### config.mk
export PLATFORM = sky130hd
export DESIGN_NAME = utf8_sanitize_filter
export DESIGN_NICKNAME = d
export VERILOG_FILES = /design/src/hdl/utsf_pkg.sv /design/src/hdl/utsf_front.sv /design/src/hdl/utsf_queue.sv /design/src/hdl/utsf_back.sv /design/src/hdl/utf8_sanitize_filter.sv
export SDC_FILE = /design/constraint.sdc
export NUM_CORES = 1
export LEC_CHECK = 0
export BUFFER_PORTS_ARGS = -buffer_cell sky130_fd_sc_hd__buf_2
export CAP_MARGIN = 20
export CORE_MARGIN = 4
export CORE_UTILIZATION = 50
export CTS_CLUSTER_SIZE = 8
export DETAILED_ROUTE_END_ITERATION = 12
export PLACE_DENSITY_LB_ADDON = 0.25
export SKIP_CTS_REPAIR_TIMING = 1
export SLEW_MARGIN = 10
export SYNTH_ARGS = -nofsm -noshare
export SYNTH_HDL_FRONTEND = slang
export SYNTH_SLANG_ARGS = --single-unit
export TNS_END_PERCENT = 30
### constraint.sdc
create_clock -name clk -period 9.2 [get_ports clk]
set_clock_uncertainty 0.15 [all_clocks]
set_input_delay 0.46 -clock clk [delete_from_list [all_inputs] [get_ports clk]]
set_output_delay 0.46 -clock clk [all_outputs]
set_load 0.05 [all_outputs]
### src/hdl/utsf_pkg.sv
package utsf_pkg;

	localparam int CP_W = 21;
	localparam int QDEPTH = 4;
	localparam int QPTR_W = $clog2(QDEPTH);
	localparam int QCNT_W = $clog2(QDEPTH + 1);

	localparam logic [1:0] MODE_SANITIZE = 2'd0;
	localparam logic [1:0] MODE_STRIP = 2'd1;
	localparam logic [1:0] MODE_READABLE = 2'd2;
	localparam logic [1:0] MODE_RESET = MODE_STRIP;

	typedef struct packed {
		logic [7:0] in_byte;
		logic       in_last;
	} in_t;

	typedef struct packed {
		logic [7:0] out_byte;
		logic       byte_valid;
		logic       out_last;
	} out_t;

	typedef struct packed {
		logic [CP_W-1:0] cp;
		logic [2:0]      nbytes;
		logic            last;
	} job_t;

	typedef struct packed {
		logic full;
		logic empty;
	} q_stat_t;

endpackage

### src/hdl/utsf_front.sv
module utsf_front (
	input  logic                        clk,
	input  logic                        arst_n,
	input  logic                        cfg_wr_en,
	input  logic [1:0]                  cfg_wr_data,
	input  logic                        in_valid,
	output logic                        in_ready,
	input  utsf_pkg::in_t               in_data,
	input  utsf_pkg::q_stat_t           q_stat,
	output logic                        push,
	output utsf_pkg::job_t              push_job
);

	logic [1:0]                mode_q;
	logic [utsf_pkg::CP_W-1:0] acc_q, acc_d;
	logic [1:0]                left_q, left_d;
	logic                      skip_q, skip_d;
	logic                      have;
	logic [utsf_pkg::CP_W-1:0] cp;
	logic                      keep;
	logic [2:0]                nbytes;
	logic                      accept;

	function automatic logic is_garbled(input logic [utsf_pkg::CP_W-1:0] c);
		return (c == 21'h00FFFD) ||
			(c inside {[21'h00E000:21'h00F8FF]}) ||
			(c inside {[21'h00FFF0:21'h00FFFF]}) ||
			(c inside {[21'h00FDD0:21'h00FDEF]}) ||
			(c inside {[21'h0F0000:21'h0FFFFD]}) ||
			(c inside {[21'h100000:21'h10FFFD]});
	endfunction

	function automatic logic is_wanted(input logic [utsf_pkg::CP_W-1:0] c);
		logic r;
		if (c == 21'h0A || c == 21'h09) begin
			r = 1'b1;
		end else if (c < 21'h20 || c == 21'h7F) begin
			r = 1'b0;
		end else if (c inside {[21'h80:21'h9F]}) begin
			r = 1'b0;
		end else begin
			r = !is_garbled(c);
		end
		return r;
	endfunction

	function automatic logic is_readable(input logic [utsf_pkg::CP_W-1:0] c);
		return (c inside {[21'h41:21'h5A]}) ||
			(c inside {[21'h61:21'h7A]}) ||
			(c inside {[21'h30:21'h39]}) ||
			(c inside {[21'h004E00:21'h009FFF]}) ||
			(c inside {[21'h003400:21'h004DBF]}) ||
			(c inside {[21'h003000:21'h00303F]}) ||
			(c inside {[21'h00FF00:21'h00FFEF]});
	endfunction

	function automatic logic [2:0] enc_len(input logic [utsf_pkg::CP_W-1:0] c);
		logic [2:0] r;
		if (c <= 21'h7F) begin
			r = 3'd1;
		end else if (c <= 21'h7FF) begin
			r = 3'd2;
		end else if (c <= 21'hFFFF) begin
			r = 3'd3;
		end else begin
			r = 3'd4;
		end
		return r;
	endfunction

	assign in_ready = !q_stat.full;
	assign accept = in_valid && in_ready;

	always_comb begin
		acc_d = acc_q;
		left_d = left_q;
		skip_d = skip_q;
		have = 1'b0;
		cp = '0;
		if (left_q != 2'd0) begin
			left_d = left_q - 2'd1;
			if (!skip_q && in_data.in_byte[7:6] == 2'b10) begin
				acc_d = {acc_q[utsf_pkg::CP_W-7:0], in_data.in_byte[5:0]};
				if (left_d == 2'd0) begin
					have = 1'b1;
					cp = acc_d;
					acc_d = '0;
				end
			end else begin
				skip_d = (left_d != 2'd0);
			end
		end else if (!in_data.in_byte[7]) begin
			have = 1'b1;
			cp = {13'd0, in_data.in_byte};
		end else if (in_data.in_byte[7:5] == 3'b110) begin
			acc_d = {16'd0, in_data.in_byte[4:0]};
			left_d = 2'd1;
		end else if (in_data.in_byte[7:4] == 4'b1110) begin
			acc_d = {17'd0, in_data.in_byte[3:0]};
			left_d = 2'd2;
		end else if (in_data.in_byte[7:3] == 5'b11110) begin
			acc_d = {18'd0, in_data.in_byte[2:0]};
			left_d = 2'd3;
		end
		if (in_data.in_last) begin
			acc_d = '0;
			left_d = 2'd0;
			skip_d = 1'b0;
		end
	end

	always_comb begin
		case (mode_q)
			utsf_pkg::MODE_SANITIZE: keep = 1'b1;
			utsf_pkg::MODE_STRIP:    keep = is_wanted(cp);
			default:                 keep = is_readable(cp);
		endcase
	end

	assign nbytes = (have && keep) ? enc_len(cp) : 3'd0;
	assign push = accept && (nbytes != 3'd0 || in_data.in_last);
	assign push_job = '{cp: cp, nbytes: nbytes, last: in_data.in_last};

	always_ff @(posedge clk or negedge arst_n) begin
		if (!arst_n) begin
			mode_q <= utsf_pkg::MODE_RESET;
			acc_q <= '0;
			left_q <= 2'd0;
			skip_q <= 1'b0;
		end else begin
			if (cfg_wr_en) begin
				mode_q <= cfg_wr_data;
			end
			if (accept) begin
				acc_q <= acc_d;
				left_q <= left_d;
				skip_q <= skip_d;
			end
		end
	end

endmodule

### src/hdl/utsf_queue.sv
module utsf_queue (
	input  logic              clk,
	input  logic              arst_n,
	input  logic              push,
	input  utsf_pkg::job_t    push_job,
	input  logic              pop,
	output utsf_pkg::job_t    head_job,
	output utsf_pkg::q_stat_t q_stat
);

	utsf_pkg::job_t                  slot_q [utsf_pkg::QDEPTH];
	logic [utsf_pkg::QPTR_W-1:0]     wr_q, rd_q;
	logic [utsf_pkg::QCNT_W-1:0]     cnt_q;

	assign head_job = slot_q[rd_q];
	assign q_stat.full = (cnt_q == utsf_pkg::QCNT_W'(utsf_pkg::QDEPTH));
	assign q_stat.empty = (cnt_q == '0);

	always_ff @(posedge clk) begin
		if (push) begin
			slot_q[wr_q] <= push_job;
		end
	end

	always_ff @(posedge clk or negedge arst_n) begin
		if (!arst_n) begin
			wr_q <= '0;
			rd_q <= '0;
			cnt_q <= '0;
		end else begin
			if (push) begin
				wr_q <= wr_q + 1'b1;
			end
			if (pop) begin
				rd_q <= rd_q + 1'b1;
			end
			if (push && !pop) begin
				cnt_q <= cnt_q + 1'b1;
			end else if (pop && !push) begin
				cnt_q <= cnt_q - 1'b1;
			end
		end
	end

endmodule

### src/hdl/utsf_back.sv
module utsf_back (
	input  logic              clk,
	input  logic              arst_n,
	input  utsf_pkg::job_t    head_job,
	input  utsf_pkg::q_stat_t q_stat,
	output logic              pop,
	output logic              out_valid,
	input  logic              out_ready,
	output utsf_pkg::out_t    out_data
);

	logic [1:0]     idx_q;
	logic [1:0]     last_idx;
	logic           final_byte;
	logic           load;
	logic           out_valid_q;
	utsf_pkg::out_t out_data_q;
	logic [7:0]     enc;

	function automatic logic [7:0] enc_byte(input logic [utsf_pkg::CP_W-1:0] c,
		input logic [2:0] n, input logic [1:0] k);
		logic [7:0] r;
		r = 8'd0;
		case (n)
			3'd1: r = c[7:0];
			3'd2: r = (k == 2'd0) ? {3'b110, c[10:6]} : {2'b10, c[5:0]};
			3'd3: begin
				case (k)
					2'd0:    r = {4'b1110, c[15:12]};
					2'd1:    r = {2'b10, c[11:6]};
					default: r = {2'b10, c[5:0]};
				endcase
			end
			3'd4: begin
				case (k)
					2'd0:    r = {5'b11110, c[20:18]};
					2'd1:    r = {2'b10, c[17:12]};
					2'd2:    r = {2'b10, c[11:6]};
					default: r = {2'b10, c[5:0]};
				endcase
			end
			default: r = 8'd0;
		endcase
		return r;
	endfunction

	assign last_idx = (head_job.nbytes == 3'd0) ? 2'd0 : 2'(head_job.nbytes - 3'd1);
	assign final_byte = (idx_q == last_idx);
	assign load = !q_stat.empty && (!out_valid_q || out_ready);
	assign pop = load && final_byte;
	assign enc = enc_byte(head_job.cp, head_job.nbytes, idx_q);

	always_ff @(posedge clk) begin
		if (load) begin
			out_data_q.out_byte <= enc;
			out_data_q.byte_valid <= (head_job.nbytes != 3'd0);
			out_data_q.out_last <= head_job.last && final_byte;
		end
	end

	always_ff @(posedge clk or negedge arst_n) begin
		if (!arst_n) begin
			out_valid_q <= 1'b0;
			idx_q <= 2'd0;
		end else begin
			if (load) begin
				out_valid_q <= 1'b1;
			end else if (out_ready) begin
				out_valid_q <= 1'b0;
			end
			if (load) begin
				idx_q <= final_byte ? 2'd0 : idx_q + 2'd1;
			end
		end
	end

	assign out_valid = out_valid_q;
	assign out_data = out_data_q;

endmodule

### src/hdl/utf8_sanitize_filter.sv
// UTF-8 sanitizing filter.
// Input channel (in_valid/in_ready/in_data): one text byte per item, in_last on
// the final byte of a text. Output channel (out_valid/out_ready/out_data): one
// cleaned byte per item; byte_valid 0 marks a bare end-of-text item, out_last
// marks the final item of a text.
// cfg_wr_en/cfg_wr_data write filter_mode; the user must do so only while idle,
// which the block does not check. A kept code point is queued as a job,
// then goes byte by byte into the output register. Input takes one byte per
// cycle while in_ready is high, output one per cycle while out_ready is high.
// A four-entry job queue between decoder and encoder absorbs these bursts;
// in_ready drops only while that queue is full.
// Receiver stall: the output register holds its item, the encoder holds its
// place, the queue fills, then the input stalls. Nothing is lost.
// Reset: decoder cleared, queue and output emptied, filter_mode set to 1.
module utf8_sanitize_filter (
	input  logic           clk,
	input  logic           arst_n,
	input  logic           cfg_wr_en,
	input  logic [1:0]     cfg_wr_data,
	input  logic           in_valid,
	output logic           in_ready,
	input  utsf_pkg::in_t  in_data,
	output logic           out_valid,
	input  logic           out_ready,
	output utsf_pkg::out_t out_data
);

	logic              push;
	logic              pop;
	utsf_pkg::job_t    push_job;
	utsf_pkg::job_t    head_job;
	utsf_pkg::q_stat_t q_stat;

	utsf_front u_front (
		.clk        (clk),
		.arst_n     (arst_n),
		.cfg_wr_en  (cfg_wr_en),
		.cfg_wr_data(cfg_wr_data),
		.in_valid   (in_valid),
		.in_ready   (in_ready),
		.in_data    (in_data),
		.q_stat     (q_stat),
		.push       (push),
		.push_job   (push_job)
	);

	utsf_queue u_queue (
		.clk     (clk),
		.arst_n  (arst_n),
		.push    (push),
		.push_job(push_job),
		.pop     (pop),
		.head_job(head_job),
		.q_stat  (q_stat)
	);

	utsf_back u_back (
		.clk      (clk),
		.arst_n   (arst_n),
		.head_job (head_job),
		.q_stat   (q_stat),
		.pop      (pop),
		.out_valid(out_valid),
		.out_ready(out_ready),
		.out_data (out_data)
	);

`ifndef SYNTH
	a_no_underflow: assert property (@(posedge clk) disable iff (!arst_n)
		pop |-> !q_stat.empty)
		else $error("queue popped while empty");

	a_no_overflow: assert property (@(posedge clk) disable iff (!arst_n)
		(push && !pop) |-> !q_stat.full)
		else $error("queue pushed while full");

	a_marker_is_last: assert property (@(posedge clk) disable iff (!arst_n)
		(out_valid && !out_data.byte_valid) |-> out_data.out_last)
		else $error("bare output item without end mark");

	a_job_sized: assert property (@(posedge clk) disable iff (!arst_n)
		push |-> (push_job.nbytes <= 3'd4) && (push_job.nbytes != 3'd0 || push_job.last))
		else $error("malformed job entered queue");
`endif

endmodule

Yosys cells after proc, flatten, opt, wreduce, memory -nomap -nowiden:

Memories as Yosys holds them, arrays and structs flattened.
Index checks and enable logic that the tools add are counted.

* bits of input ports: 16
* memories: 1
* register bits after elaboration: 40
* output and inout port bits: 12
* RAM bits: 100

Memory list
* u_queue.slot_q: depth 4, bits a word 25, read ports 1, clocked after memory_dff 0, wr ports 1, RTL line utsf_queue.sv:11 `utsf_pkg::job_t slot_q [utsf_pkg::QDEPTH];`

* reduce and logical (&&, ||, !) cells: 61
* add/sub/neg operators: 7
* mux-type cells: 45
* order comparisons: 29
* equal/unequal tests: 19

Operator list (number)
* 2-to-1 mux 15 bit: 8
* <= comparator 21 x 16 -> 1 bit, second input constant: 5
* >= comparator 21 x 16 -> 1 bit, second input constant: 4
* <= comparator 21 x 7 -> 1 bit, second input constant: 3
* 2-to-1 mux 21 bit: 3
* == test 21 x 4 -> 1 bit, second input constant: 2
* >= comparator 21 x 14 -> 1 bit, second input constant: 2
* >= comparator 21 x 7 -> 1 bit, second input constant: 2
* case mux 8 bit (4 select lines): 1
* logical AND 1 bit: 22
* == test 21 x 16 -> 1 bit, second input constant: 1
* == test 21 x 7 -> 1 bit, second input constant: 1
* >= comparator 21 x 15 -> 1 bit, second input constant: 1
* >= comparator 21 x 20 -> 1 bit, second input constant: 1
* >= comparator 21 bit, second input constant: 1
* >= comparator 21 x 6 -> 1 bit, second input constant: 1
* >= comparator 21 x 8 -> 1 bit, second input constant: 1
* <= comparator 21 x 11 -> 1 bit, second input constant: 1
* <= comparator 21 x 14 -> 1 bit, second input constant: 1
* <= comparator 21 x 15 -> 1 bit, second input constant: 1
* <= comparator 21 x 20 -> 1 bit, second input constant: 1
* <= comparator 21 bit, second input constant: 1
* <= comparator 21 x 6 -> 1 bit, second input constant: 1
* <= comparator 21 x 8 -> 1 bit, second input constant: 1
* 31 further kinds: 95

Longest topological paths before layout:

* word-level depth: 26
* depth in mapped cells: 17
* gate-level depth less buffers: 15

Cells and area by module:

From an unflattened synthesis, not the netlist that was laid out.

* cell total of the unflattened synthesis: 513
* area total of the unflattened synthesis: 6922.9 sq um

By module, submodules not included
* utsf_queue: area an instance 4048.9 sq um, cells an instance 165, seq. area each 3178.0 sq um, instances 1
* utsf_front: area an instance 1879.3 sq um, cells an instance 240, seq. area each 501.7 sq um, instances 1
* utsf_back: area an instance 994.7 sq um, cells an instance 108, seq. area each 375.4 sq um, instances 1

Worst setup path before layout:

OpenSTA, ideal clock, no wires.

* kind: input to register
* from: input in_data[8] in the netlist's numbering
* to: memory u_queue.slot_q[0][0] in the netlist's numbering (enable)
* arrival: 3.185 ns
* buffers on the path: 2
* stages on the path: 10
* slack: 5.459 ns
* data required time: 8.643 ns
* path through: buf_4 > nor4bb_1 > buf_2 > nand3_1 > nor4_1 > o221ai_1 > a311oi_1 > a22o_4 > a21oi_4 > nor2_1

* cells in the longest elaborated chain, start to end: 23

Ends and longest elaborated chain
* start, declared: RTL line utf8_sanitize_filter.sv:22 `input utsf_pkg::in_t in_data,`
* == test 2 bit: RTL line utsf_front.sv:82 `if (!skip_q && in_data.in_byte[7:6] == 2'b10) begin`
* logical AND 1 bit: RTL line utsf_front.sv:82
* 2-to-1 mux 21 bit: RTL line utsf_front.sv:82
* 2-to-1 mux 21 bit: RTL line utsf_front.sv:80 `if (left_q != 2'd0) begin`
* >= comparator 21 x 16 -> 1 bit / <= comparator 21 x 16 -> 1 bit (equally long branches): RTL line utsf_front.sv:26 `(c inside {[21'h00E000:21'h00F8FF]}) ||`
* logical AND 1 bit: RTL line utsf_front.sv:26
* logical OR 1 bit: RTL line utsf_front.sv:25 `return (c == 21'h00FFFD) ||`
* logical OR 1 bit: RTL line utsf_front.sv:26
* [7 not listed]
* case mux 1 bit (2 select lines): RTL line utsf_front.sv:113 `case (mode_q)`
* logical AND 1 bit: RTL line utsf_front.sv:120 `assign nbytes = (have && keep) ? enc_len(cp) : 3'd0;`
* 2-to-1 mux 3 bit *: RTL line utsf_front.sv:120
* nonzero test 3 bit *: RTL line utsf_front.sv:121 `assign push = accept && (nbytes != 3'd0 || in_data.in_last);`
* logical OR 1 bit *: RTL line utsf_front.sv:121
* logical AND 1 bit *: RTL line utsf_front.sv:121
* 2-to-1 mux 1 bit *: RTL line utsf_queue.sv:20 `if (push) begin`
* 2-to-1 mux 1 bit (implied by the code) *: RTL line utsf_queue.sv:21 `slot_q[wr_q] <= push_job;`
* end, declared: RTL line utsf_queue.sv:11

Mark *: on every way between the ends. The rest lies on a longest branch, timed or not.

Worst setup path in the final report:

* from: register u_front.left_q[0]
* to: register u_queue.cnt_q[1] in the netlist's numbering

* cells in the longest elaborated chain, start to end: 25

Ends and longest elaborated chain
* start, declared: RTL line utsf_front.sv:16 `logic [1:0] left_q, left_d;`
* start signal, assigned: RTL line utsf_front.sv:136 `left_q <= left_d;`
* subtractor 2 x 1 -> 2 bit: RTL line utsf_front.sv:81 `left_d = left_q - 2'd1;`
* zero test 2 bit: RTL line utsf_front.sv:84 `if (left_d == 2'd0) begin`
* 2-to-1 mux 21 bit: RTL line utsf_front.sv:84
* 2-to-1 mux 21 bit: RTL line utsf_front.sv:82
* 2-to-1 mux 21 bit: RTL line utsf_front.sv:80
* >= comparator 21 x 16 -> 1 bit / <= comparator 21 x 16 -> 1 bit (equally long branches): RTL line utsf_front.sv:26
* logical AND 1 bit: RTL line utsf_front.sv:26
* logical OR 1 bit: RTL line utsf_front.sv:25
* [10 not listed]
* 2-to-1 mux 3 bit *: RTL line utsf_front.sv:120
* nonzero test 3 bit *: RTL line utsf_front.sv:121
* logical OR 1 bit *: RTL line utsf_front.sv:121
* logical AND 1 bit *: RTL line utsf_front.sv:121
* net push: RTL line utf8_sanitize_filter.sv:28 `logic push;`
* zero test 1 bit: RTL line utsf_queue.sv:39 `end else if (pop && !push) begin`
* logical AND 1 bit: RTL line utsf_queue.sv:39
* nonzero test 2 bit (no source line)
* end signal, assigned: RTL line utsf_queue.sv:38 `cnt_q <= cnt_q + 1'b1;`
* end signal, assigned: RTL line utsf_queue.sv:40 `cnt_q <= cnt_q - 1'b1;`
* end, declared: RTL line utsf_queue.sv:13 `logic [utsf_pkg::QCNT_W-1:0] cnt_q;`

Mark *: on every way through the listed nets, which the timed path passes. The rest lies on a longest branch.
A chain may end at the register's enable or synchronous reset.

==> results.yml <==
status:
  status: "complete, no violations"
logic_synthesis:
  synth_enable_flop_cells: 110
  synth_area_sq_mm: 0.00688
  synth_most_common_cell: "edfxtp_1"
  ys_top_cells_by_area: "edfxtp_1 48%, dfrtp_1 11%, mux4_2 8.2%, nor2_1 2.1%, nand2_1 2.0%"
  synth_fp_nets: 560
  seq_area_frac_synth: 0.590
  synth_top_area_share: 0.480
  synth_cells: 534
  synth_async_sr_flop_share: 0.214
  yosysWarnings: 0
  ys.flop_type: "edfxtp_1"
  yosys-top-cells-count: "110 x edfxtp_1, 39 x nor2_1, 36 x nand2_1"
  synth-seq-cells: 140
  synth_top_cell_by_area: "edfxtp_1"
  synthDistinctLibCells: 76
  avgSynthCellArea_sq_um: 12.9
critical_path:
  crit_path_cell_trace: "nor4bb_2 > buf_4 > nand2_2 > or4_1 > a41oi_1 > a311oi_1 > a22o_4 > a21oi_4 > nor2_1 > ha_1 > inv_1 > fa_1 > mux2_2"
  crit_type: "register to register"
  crit_fanout: 17
  r2r_slack_ns: 5.14
  required_ns: 9.35
  critPathMaxStageDelay_ns: 0.59
  cp_slowest_cell: "or4_1"
  worstPathArrival_ns: 4.21
  critPathLaunchType: "register"
  crit_path_end_kind: "register"
drt:
  vias: 4575
  drc: 0
  drt_iter0_drc: 424
  first_pass_iters: 5
  drt.antenna.violating_nets: 0
  wire_per_inst_um: 20.8
  wirelength_mm: 15.4
  via_per_inst: 6.18
floorplan:
  fp-row-count: 42
  io_pins: 28
  core_area_sq_mm: 0.0133
  initial_core_util: 0.515
  die_h_um: 125
  dieWidth_um: 125
  die_area_sq_mm: 0.0157
timing:
  tightestPinTransition_ns: 0.736
  setup_viol: 0
  rsz0062_at_grt: "false"
  min_period_ns: 4.06
  worst_slack_ns: 5.14
  setup_tns_ns: 0
  slew_viol_final: 0
  fin_crit_sh: 0.441
  slew_headroom: 0.510
  fmax_mhz: 246
  final_hold_viol_count: 0
cts:
  clkTransAtPathRegs_ns: 0.06
  clock_sinks: 140
  htreeDepth: 4
  clockBufferDepth: 2
  cts_tree: "built"
  ctsRootBufferMaster: "clkbuf_16"
  numCtsBuffers: 17
  insertion_delay_ns: 0.42
final_layout:
  area_delta_synth_final_pct: 13.1
  drive_above_1_share: 0.197
  diodes: 0
  nets: 578
placed_design:
  dp_hpwl_mm: 10.8
  gp_congestion: 0.959
  io_buffers: 27
  pre_cts_slack_ns: 5.13
power:
  ir_worst_vdd_mv: 0.142
  power_frac_comb: 0.349
  pwr-share-clk: 0.283
  p_seq_frac: 0.368
  p_sw_mw: 0.882
  cellPowerDensity_mw_per_mm2: 321
  swShare: 0.353
  p_int_mw: 1.62
  p_leak_nw: 2.78
global_routing:
  met2_usage: 0.341
  gr-usage-met1: 0.269
  grt-ovfl-total: 0
  grt_pass1_wl_mm: 25.2
  antenna_found_initial: 0
  grt_usage: 0.205
  busiest_layer: "met2"
  gr-usage-met3: 0.0426
  grt_pass1_vias: 4654
  grt_max_degree: 31
hold_path:
  min_path_type: "input pin to register"
run:
  max-cap-violations: 0
through the flow:
step                      hold WS [ns]  instances   util  power [mW]  area (sq um)
after floorplan                 0.0144        534      -        1.59          6880
after global placement           0.314        708  0.535        1.79          7150
after detailed placement         0.344        708  0.535        1.81          7150
after CTS                      -0.0114        739  0.582        2.52          7770
after global routing            0.0884        740  0.583        2.64          7780
final                           0.0858        740  0.583        2.50          7780
final timing paths:
kind / cells past startpoint / to / start
max in group asynchronous: 2 / u_front.acc_q[13] / arst_n
worst max register to register: 13 / u_queue.cnt_q[1] / u_front.left_q[0]
min in group asynchronous: 2 / u_back.idx_q[1] / arst_n
worst max-delay path: 13 / u_queue.cnt_q[1] / u_front.left_q[0]
worst min register to register: 1 / u_queue.cnt_q[2] / u_queue.cnt_q[2]
worst min-delay path: 2 / u_front.mode_q[0] / cfg_wr_en
power groups by stage:
stage	Sequential, mW	Combinational (mW)	Clock [mW]
final	0.921	0.871	0.708
after detailed placement	0.933	0.873	0
after global placement	0.927	0.863	0
after floorplan	0.975	0.616	0
after CTS	0.921	0.876	0.721
after global routing	0.935	0.953	0.757
per-layer routing:
layer  up-vias  routed length [um]  part of all wire
met4         0                 226             0.015
li1       2122                   -                 -
met2       145                7770              0.51
met3        22                 697             0.045
met1      2286                6670              0.43
met5         -                   0                 0
critical path, delay by kind of cell (launching register included):
kind	cells	cell delay, ns
fa+ha+maj	2	0.64
flops	1	0.50
buf+inv	2	0.33
compound gates	4	0.86
simple gates	4	1.18
mux	1	0.27
layout by cell type (no fill, tap or decap), types with 3 or more instances in the layout:
cell type and instances:
a21oi_1 26, a221oi_1 5, a22o_1 11, a22oi_1 9, a311oi_1 5, a41oi_1 3
and2_1 8, and3_1 16, buf_2 27, buf_4 9, bufinv_16 4, clkbuf_16 17
clkinv_4 3, clkinvlp_4 3, dfrtp_1 29, edfxtp_1 110, ha_1 9, inv_1 17
mux4_2 25, nand2_1 36, nand2b_1 10, nand3_1 10, nand4_1 6, nor2_1 35
nor2_2 4, nor3_1 13, nor3b_1 3, nor4_1 7, o211ai_1 5, o21ai_0 23
o22ai_1 4, o31ai_1 3, or2_2 3, or3_1 3, xor2_1 4
kinds of logic after synthesis:
group           share of synthesized area
compound gates                      0.123
flops                               0.590
simple gates                        0.140
fa+ha+maj                          0.0193
mux                                0.0866
buf+inv                            0.0337
xor+xnor                          0.00764
registers in the layout (all words and copies together) (netlist names):
signal,flops
u_front.left_q,2
u_front.mode_q,2
u_back.idx_q,2
u_queue.rd_q,2
u_front.skip_q,1
u_back.out_valid,1
u_queue.wr_q,2
u_front.acc_q,15
u_back.out_data,10
u_queue.slot_q,100
u_queue.cnt_q,3
layout make-up:
class	count	area (sq um)
Tap cell	176	220
Clock inverter	14	194
Timing Repair Buffer	37	213
Sequential cell	140	4060
Fill cell	1091	5570
Multi-Input combinational cell	339	2610
Inverter	17	63.8
Clock buffer	17	425
No activity file was read; power rests on OpenSTA's default activity.
